### src/rtl/core/q8_block_dequantizer_macros.svh
// ---------------------------------------------------------------------------
// q8 block dequantizer assertion macros
// ---------------------------------------------------------------------------
`ifndef Q8_BLOCK_DEQUANTIZER_MACROS_SVH
`define Q8_BLOCK_DEQUANTIZER_MACROS_SVH
`ifndef SYNTHESIS
`define Q8_ASSERT_IMP(label, clk, rst_n, ante, cons) \
  label: assert property (@(posedge clk) disable iff (!rst_n) (ante) |-> (cons)) \
    else $error("assertion failed");
`define Q8_ASSERT_NXT(label, clk, rst_n, ante, cons) \
  label: assert property (@(posedge clk) disable iff (!rst_n) (ante) |=> (cons)) \
    else $error("assertion failed");
`else
`define Q8_ASSERT_IMP(label, clk, rst_n, ante, cons)
`define Q8_ASSERT_NXT(label, clk, rst_n, ante, cons)
`endif
`endif

### src/rtl/core/q8bd_pkg.sv
// ---------------------------------------------------------------------------
// q8bd_pkg
// types and constants shared by the q8 block dequantizer
// ---------------------------------------------------------------------------
package q8bd_pkg;
  localparam int LANES = 8;
  localparam logic [9:0] HALF_MANT_MASK = 10'h3FF;
  localparam logic [4:0] HALF_EXP_ALL = 5'h1F;
  localparam logic [7:0] SINGLE_EXP_ALL = 8'hFF;
  localparam logic [31:0] DEFAULT_NAN = 32'hFFC00000;
  localparam logic [31:0] SINGLE_QUIET = 32'h00400000;

  typedef struct packed {
    logic [15:0] scale_half;
    logic signed [7:0] q7, q6, q5, q4, q3, q2, q1, q0;
    logic end_of_row;
  } in_item_t;

  typedef struct packed {
    logic [31:0] y7, y6, y5, y4, y3, y2, y1, y0;
    logic row_done;
  } out_item_t;

  // decoded scale, shared by all lanes
  typedef struct packed {
    logic sign;
    logic is_nan;
    logic is_inf;
    logic [10:0] sig;
    logic [4:0] exp_eff;
    logic [9:0] mant;
  } scale_t;

  // one lane after the multiply
  typedef struct packed {
    logic sign;
    logic q_zero;
    logic [17:0] prod;
  } prod_t;
endpackage

### src/rtl/core/q8_block_dequantizer.sv
// ---------------------------------------------------------------------------
// q8_block_dequantizer
// half scale times eight int8 values, exact single precision results
// ---------------------------------------------------------------------------
// channel  dir  payload     handshake
// in_      in   in_item_t   in_valid / in_ready
// out_     out  out_item_t  out_valid / out_ready
//
// three register stages: scale decode, lane multiply, normalize and pack
// one request enters per cycle when out is taken
// every stage advances when the stage ahead is empty or moving
// a stall holds each full stage with no empty stage between it and out; the rest move and fill
// reset clears the valid bits only
`include "q8_block_dequantizer_macros.svh"
module q8_block_dequantizer import q8bd_pkg::*; (
  input  logic      clk,
  input  logic      rst_n,
  input  logic      in_valid,
  output logic      in_ready,
  input  in_item_t  in_data,
  output logic      out_valid,
  input  logic      out_ready,
  output out_item_t out_data
);
  logic v1_r, v2_r, v3_r;
  logic en1, en2, en3;
  in_item_t s1_r;
  scale_t sc1_r, sc2_r, sc_nxt;
  logic eor2_r, eor3_r;
  logic [7:0] q1 [LANES];
  prod_t p2 [LANES];
  logic [31:0] y3 [LANES];

  // pipeline advance, stage 3 is the output register
  assign en3 = !v3_r || out_ready;
  assign en2 = !v2_r || en3;
  assign en1 = !v1_r || en2;
  assign in_ready = en1;

  // scale decode
  always_comb begin
    sc_nxt.sign = in_data.scale_half[15];
    sc_nxt.mant = in_data.scale_half[9:0] & HALF_MANT_MASK;
    sc_nxt.is_nan = (in_data.scale_half[14:10] == HALF_EXP_ALL) && (sc_nxt.mant != 10'd0);
    sc_nxt.is_inf = (in_data.scale_half[14:10] == HALF_EXP_ALL) && (sc_nxt.mant == 10'd0);
    // subnormal uses exponent one with no hidden bit
    if (in_data.scale_half[14:10] == 5'd0) begin
      sc_nxt.sig = {1'b0, sc_nxt.mant};
      sc_nxt.exp_eff = 5'd1;
    end else begin
      sc_nxt.sig = {1'b1, sc_nxt.mant};
      sc_nxt.exp_eff = in_data.scale_half[14:10];
    end
  end

  always_ff @(posedge clk) begin
    if (!rst_n) begin
      v1_r <= 1'b0;
      v2_r <= 1'b0;
      v3_r <= 1'b0;
    end else begin
      if (en1) v1_r <= in_valid;
      if (en2) v2_r <= v1_r;
      if (en3) v3_r <= v2_r;
    end
  end

  always_ff @(posedge clk) begin
    if (en1) begin
      s1_r <= in_data;
      sc1_r <= sc_nxt;
    end
    if (en2) begin
      sc2_r <= sc1_r;
      eor2_r <= s1_r.end_of_row;
    end
    if (en3) begin
      eor3_r <= eor2_r;
    end
  end

  assign q1[0] = s1_r.q0;
  assign q1[1] = s1_r.q1;
  assign q1[2] = s1_r.q2;
  assign q1[3] = s1_r.q3;
  assign q1[4] = s1_r.q4;
  assign q1[5] = s1_r.q5;
  assign q1[6] = s1_r.q6;
  assign q1[7] = s1_r.q7;

  for (genvar g = 0; g < LANES; g++) begin : g_lane
    q8bd_lane_mul u_mul (.clk(clk), .en(en2), .scale(sc1_r), .q(q1[g]), .prod_r(p2[g]));
    q8bd_lane_norm u_norm (.clk(clk), .en(en3), .scale(sc2_r), .prod(p2[g]), .y_r(y3[g]));
  end

  assign out_valid = v3_r;
  assign out_data = '{y7: y3[7], y6: y3[6], y5: y3[5], y4: y3[4], y3: y3[3],
                      y2: y3[2], y1: y3[1], y0: y3[0], row_done: eor3_r};

  `Q8_ASSERT_IMP(a_ready_when_empty, clk, rst_n, !v1_r, in_ready)
  `Q8_ASSERT_NXT(a_hold_on_stall, clk, rst_n, out_valid && !out_ready, out_valid && $stable(out_data))
  `Q8_ASSERT_NXT(a_take_fills, clk, rst_n, in_valid && in_ready, v1_r)
endmodule

### src/rtl/core/q8bd_lane_mul.sv
// ---------------------------------------------------------------------------
// q8bd_lane_mul
// stage 2 lane: scale significand times value magnitude
// ---------------------------------------------------------------------------
module q8bd_lane_mul import q8bd_pkg::*; (
  input  logic        clk,
  input  logic        en,
  input  scale_t      scale,
  input  logic [7:0]  q,
  output prod_t       prod_r
);
  logic [7:0] qmag;
  prod_t prod_nxt;

  always_comb begin
    qmag = q[7] ? (8'd0 - q) : q; // -128 gives 8'h80, which is 128
    prod_nxt.sign = scale.sign ^ q[7];
    prod_nxt.q_zero = (q == 8'd0);
    prod_nxt.prod = 18'(scale.sig) * 18'(qmag);
  end

  always_ff @(posedge clk) begin
    if (en) begin
      prod_r <= prod_nxt;
    end
  end
endmodule

### src/rtl/core/q8bd_lane_norm.sv
// ---------------------------------------------------------------------------
// q8bd_lane_norm
// stage 3 lane: leading one search, shift and pack to single precision
// ---------------------------------------------------------------------------
module q8bd_lane_norm import q8bd_pkg::*; (
  input  logic        clk,
  input  logic        en,
  input  scale_t      scale,
  input  prod_t       prod,
  output logic [31:0] y_r
);
  logic [4:0] msb;
  logic [31:0] y_nxt;
  logic [22:0] mant;
  logic [7:0] expf;

  always_comb begin
    msb = 5'd0;
    for (int t = 0; t < 18; t++) begin
      if (prod.prod[t]) msb = 5'(t);
    end
    // exponent: msb + exp_eff - 25 + 127
    expf = 8'(msb) + 8'(scale.exp_eff) + 8'd102;
    mant = 23'({5'd0, prod.prod} << (5'd23 - msb));
    if (scale.is_nan) begin
      y_nxt = {scale.sign, SINGLE_EXP_ALL, scale.mant, 13'd0} | SINGLE_QUIET;
    end else if (scale.is_inf) begin
      y_nxt = prod.q_zero ? DEFAULT_NAN : {prod.sign, SINGLE_EXP_ALL, 23'd0};
    end else if (prod.prod == 18'd0) begin
      y_nxt = {prod.sign, 31'd0};
    end else begin
      y_nxt = {prod.sign, expf, mant};
    end
  end

  always_ff @(posedge clk) begin
    if (en) begin
      y_r <= y_nxt;
    end
  end
endmodule

### config.mk
export PLATFORM = sky130hd
export DESIGN_NAME = q8_block_dequantizer
export DESIGN_NICKNAME = d
export VERILOG_FILES = /design/src/rtl/core/q8bd_pkg.sv /design/src/rtl/core/q8_block_dequantizer.sv /design/src/rtl/core/q8bd_lane_mul.sv /design/src/rtl/core/q8bd_lane_norm.sv
export VERILOG_INCLUDE_DIRS = /design/src /design/src/rtl/core
export SDC_FILE = /design/constraint.sdc
export NUM_CORES = 2
export LEC_CHECK = 0
export ABC_AREA = 1
export BUFFER_PORTS_ARGS = -buffer_cell sky130_fd_sc_hd__buf_2
export CAP_MARGIN = 20
export CORE_ASPECT_RATIO = 1.4
export CORE_UTILIZATION = 45
export CTS_BUF_LIST = sky130_fd_sc_hd__clkbuf_16
export DETAILED_ROUTE_END_ITERATION = 7
export HOLD_SLACK_MARGIN = 0.06
export PLACE_DENSITY_LB_ADDON = 0.3
export SYNTH_ARGS = -nofsm -noshare
export SYNTH_HDL_FRONTEND = slang
export SYNTH_HIERARCHICAL = 1
export SYNTH_SLANG_ARGS = --single-unit
### constraint.sdc
create_clock -name clk -period 14.64 [get_ports clk]
set_clock_uncertainty 0.1 [all_clocks]
set_input_delay 2.928 -clock clk [delete_from_list [all_inputs] [get_ports clk]]
set_output_delay 2.928 -clock clk [all_outputs]
set_load 0.05 [all_outputs]
==> Implementation_results.wiki <==
{| class="wikitable"
! Metric !! Value
|-
| Detail-routed via count per cell || slightly above 5
|-
| Total I/O pin count || 344
|-
| Kind of end point of the critical path || output pin
|-
| HP Class || reg2reg
|-
| Later-pin clock latency in the skew report || 0.65 ns
|-
| Wire length of the first global-routing pass || ~240000 um
|-
| Average wire per standard cell || around 17 um
|-
| Total count of max-transition violations in the final report || 0
|-
| Maximum vdd drop || 0.181 mV
|-
| Setup TNS || 0 ns
|-
| Drt first pass iters || 6
|-
| Initial Utilization || between 40 and 50%
|-
| Total gr overflow || 0
|-
| Global router's overall resource usage || 25.6%
|-
| Slew of the pin with the lowest slew margin || ~1.1 ns
|-
| Nets || between 8000 and 9000
|-
| Buffer levels on the longest clock path || 3
|-
| CORE AREA || about 120000 um2
|-
| Max_cap viols || 0
|-
| Post-CTS setup buffers || 0
|-
| Total die area || approximately 120000 um2
|-
| Number of DRC markers in iteration 0 || ~3200
|-
| Resized Gates After CTS || 0
|-
| Static Leak || approximately 0.032 uW
|-
| RePlAce Congestion || approximately 0.95
|-
| Unrepaired setup endpoints after global routing || false
|-
| Vias || about 46000
|-
| Horizontal die dimension || approximately 300 um
|-
| Timing-limited maximum frequency || 140 MHz
|-
| Clock transition at the registers of the reported paths || around 0.06 ns
|-
| Placement Rows || 150
|-
| Number of clock sinks || roughly 520
|-
| Wirelength, routed || around 160000 um
|-
| Vias in the first global route || approximately 46000
|-
| Count of cells along the worst hold path || 0
|-
| Number of buffers inserted during clock tree synthesis || 55
|-
| Worst reg2reg path endpoint || g_lane[2].u_mul/prod_r[16]
|-
| Launching point of the worst reg2reg path || q1[40]
|-
| Fraction of layout instances using a drive strength above 1 || 11.8%
|-
| Number of DRC violations after detailed routing || 0
|-
| P per Cell Area || 236 nW/um2
|-
| Maximum level of the CTS H-tree || 2
|-
| Post-CTS Hold Buffers || 0
|-
| Largest fanout of any net on the critical path || 19
|-
| Setup-violating endpoint count in the final report || 0
|-
| Clock root buffer master || sky130_fd_sc_hd__clkbuf_16
|-
| Max_slew headroom || a little over a quarter
|-
| Post-layout power || around 14000 uW
|-
| Syn Inst Count || ~7000
|-
| Crit path DAT || just over 4 ns
|-
| Post-detail-place hpwl || approximately 120000 um
|-
| Port buffer count || between 300 and 400
|-
| Count of warnings emitted by yosys || 6
|-
| Number of cells on the worst reg-to-reg path || 21
|-
| Layout overhead on the synthesized area || 9.83%
|-
| Category of the most critical setup path || in2out
|-
| Post-route antenna net violation count || 0
|-
| Final Hold Violating Endpoints || 0
|-
| Combined area of all synthesized cells || 54200 um2
|-
| TritonCTS clock tree || yes
|-
| CP startpoint kind || input port
|-
| Part of the cycle the worst path needs || 48.9%
|-
| Result of the run || finished clean
|-
| Die outline height || between 400 and 500 um
|-
| Critical path required time || about 12 ns
|-
| Post-Route Hold Slack || 0.322 ns
|-
| Worst-case hold path end point || sc2_r[14]
|-
| Shortest period the worst path allows || between 7 and 8 ns
|-
| Number of antenna violations at the first check in global routing || 7
|-
| Beginning of the worst hold path || sc1_r[14]
|-
| Pin count of the biggest net entering global routing || approximately 110
|-
| Avg Cell Area, Syn || between 7 and 8 um2
|-
| Utilization after layout || 49.8%
|-
| R2r setup slk || roughly 9 ns
|}
-- cells in the final DEF (no fill, tap or decap), drive strengths merged, types with 27 or more instances in the layout --
cell type	n
clkbuf	57
xor2	62
nand2	1777
nand3	862
o21ai	158
nor3	32
inv	1471
buf	381
nand4	27
fa	440
ha	376
nor2	711
conb	48
clkinv	27
a21oi	227
edfxtp	519
-- critical path, stage by stage --
cell and delay [ns]:
sky130_fd_sc_hd__buf_2 0.11, sky130_fd_sc_hd__nor2_4 0.28, sky130_fd_sc_hd__nand3_4 0.42, sky130_fd_sc_hd__buf_2 0.37
-- report_power, final --
group / leakage (uW) / internal (uW) / total, uW / switching [uW]
clock network: 0.000906 / 803 / 1430 / 630
logic: 0.0250 / 2990 / 9690 / 6700
registers: 0.00562 / 2550 / 2900 / 355
total: 0.0315 / 6340 / 14000 / 7690
-- worst max path at each step --
stage,startpoint,slack (ns),end,cells past startpoint
2_1_floorplan,out_ready,6.02,eor3_r,2
3_3_place_gp,out_ready,7.41,in_ready,4
3_5_place_dp,out_ready,7.40,in_ready,4
4_1_cts,out_ready,7.40,in_ready,4
5_1_grt,out_ready,7.39,in_ready,4
6_report,out_ready,7.48,in_ready,4
-- metrics by stage --
stage	instance area [um2]	setup WS, ns	instances
after floorplan	54400	6.02	6900
after global placement	57700	7.41	8783
after detailed placement	57700	7.40	8784
after CTS	59600	7.40	8886
after global routing	59600	7.39	8886
final	59600	7.48	8888
-- state kept, by name, indices dropped and copies added (netlist names) --
| name | cells |
|---|---|
| eor2_r | 1 |
| eor3_r | 1 |
| g_lane.u_mul/prod_r | 160 |
| g_lane.u_norm/y_r | 256 |
| out_valid | 1 |
| q1 | 64 |
| s1_r | 1 |
| sc1_r | 19 |
| sc2_r | 17 |
| v1_r | 1 |
| v2_r | 1 |
-- cell type report --
cell class | count | area, um2
multi-input cells | 4820 | 32500
clock buffers | 57 | 1430
flip-flops and latches | 522 | 15600
clock inverters | 45 | 417
diodes | 2 | 5.00
well taps | 1596 | 2000
fillers | 11594 | 60000
repair buffers | 381 | 2020
inverters | 1465 | 5520
-- metal layers --
metal	GRT usage (%)	vias up	routed length [um]
li1	-	22260	-
met1	31.6	21745	62400
met2	44.3	1675	74300
met3	3.47	372	10800
met4	11.6	6	7400
met5	0	-	46
No activity file was read; power rests on OpenSTA's default activity.
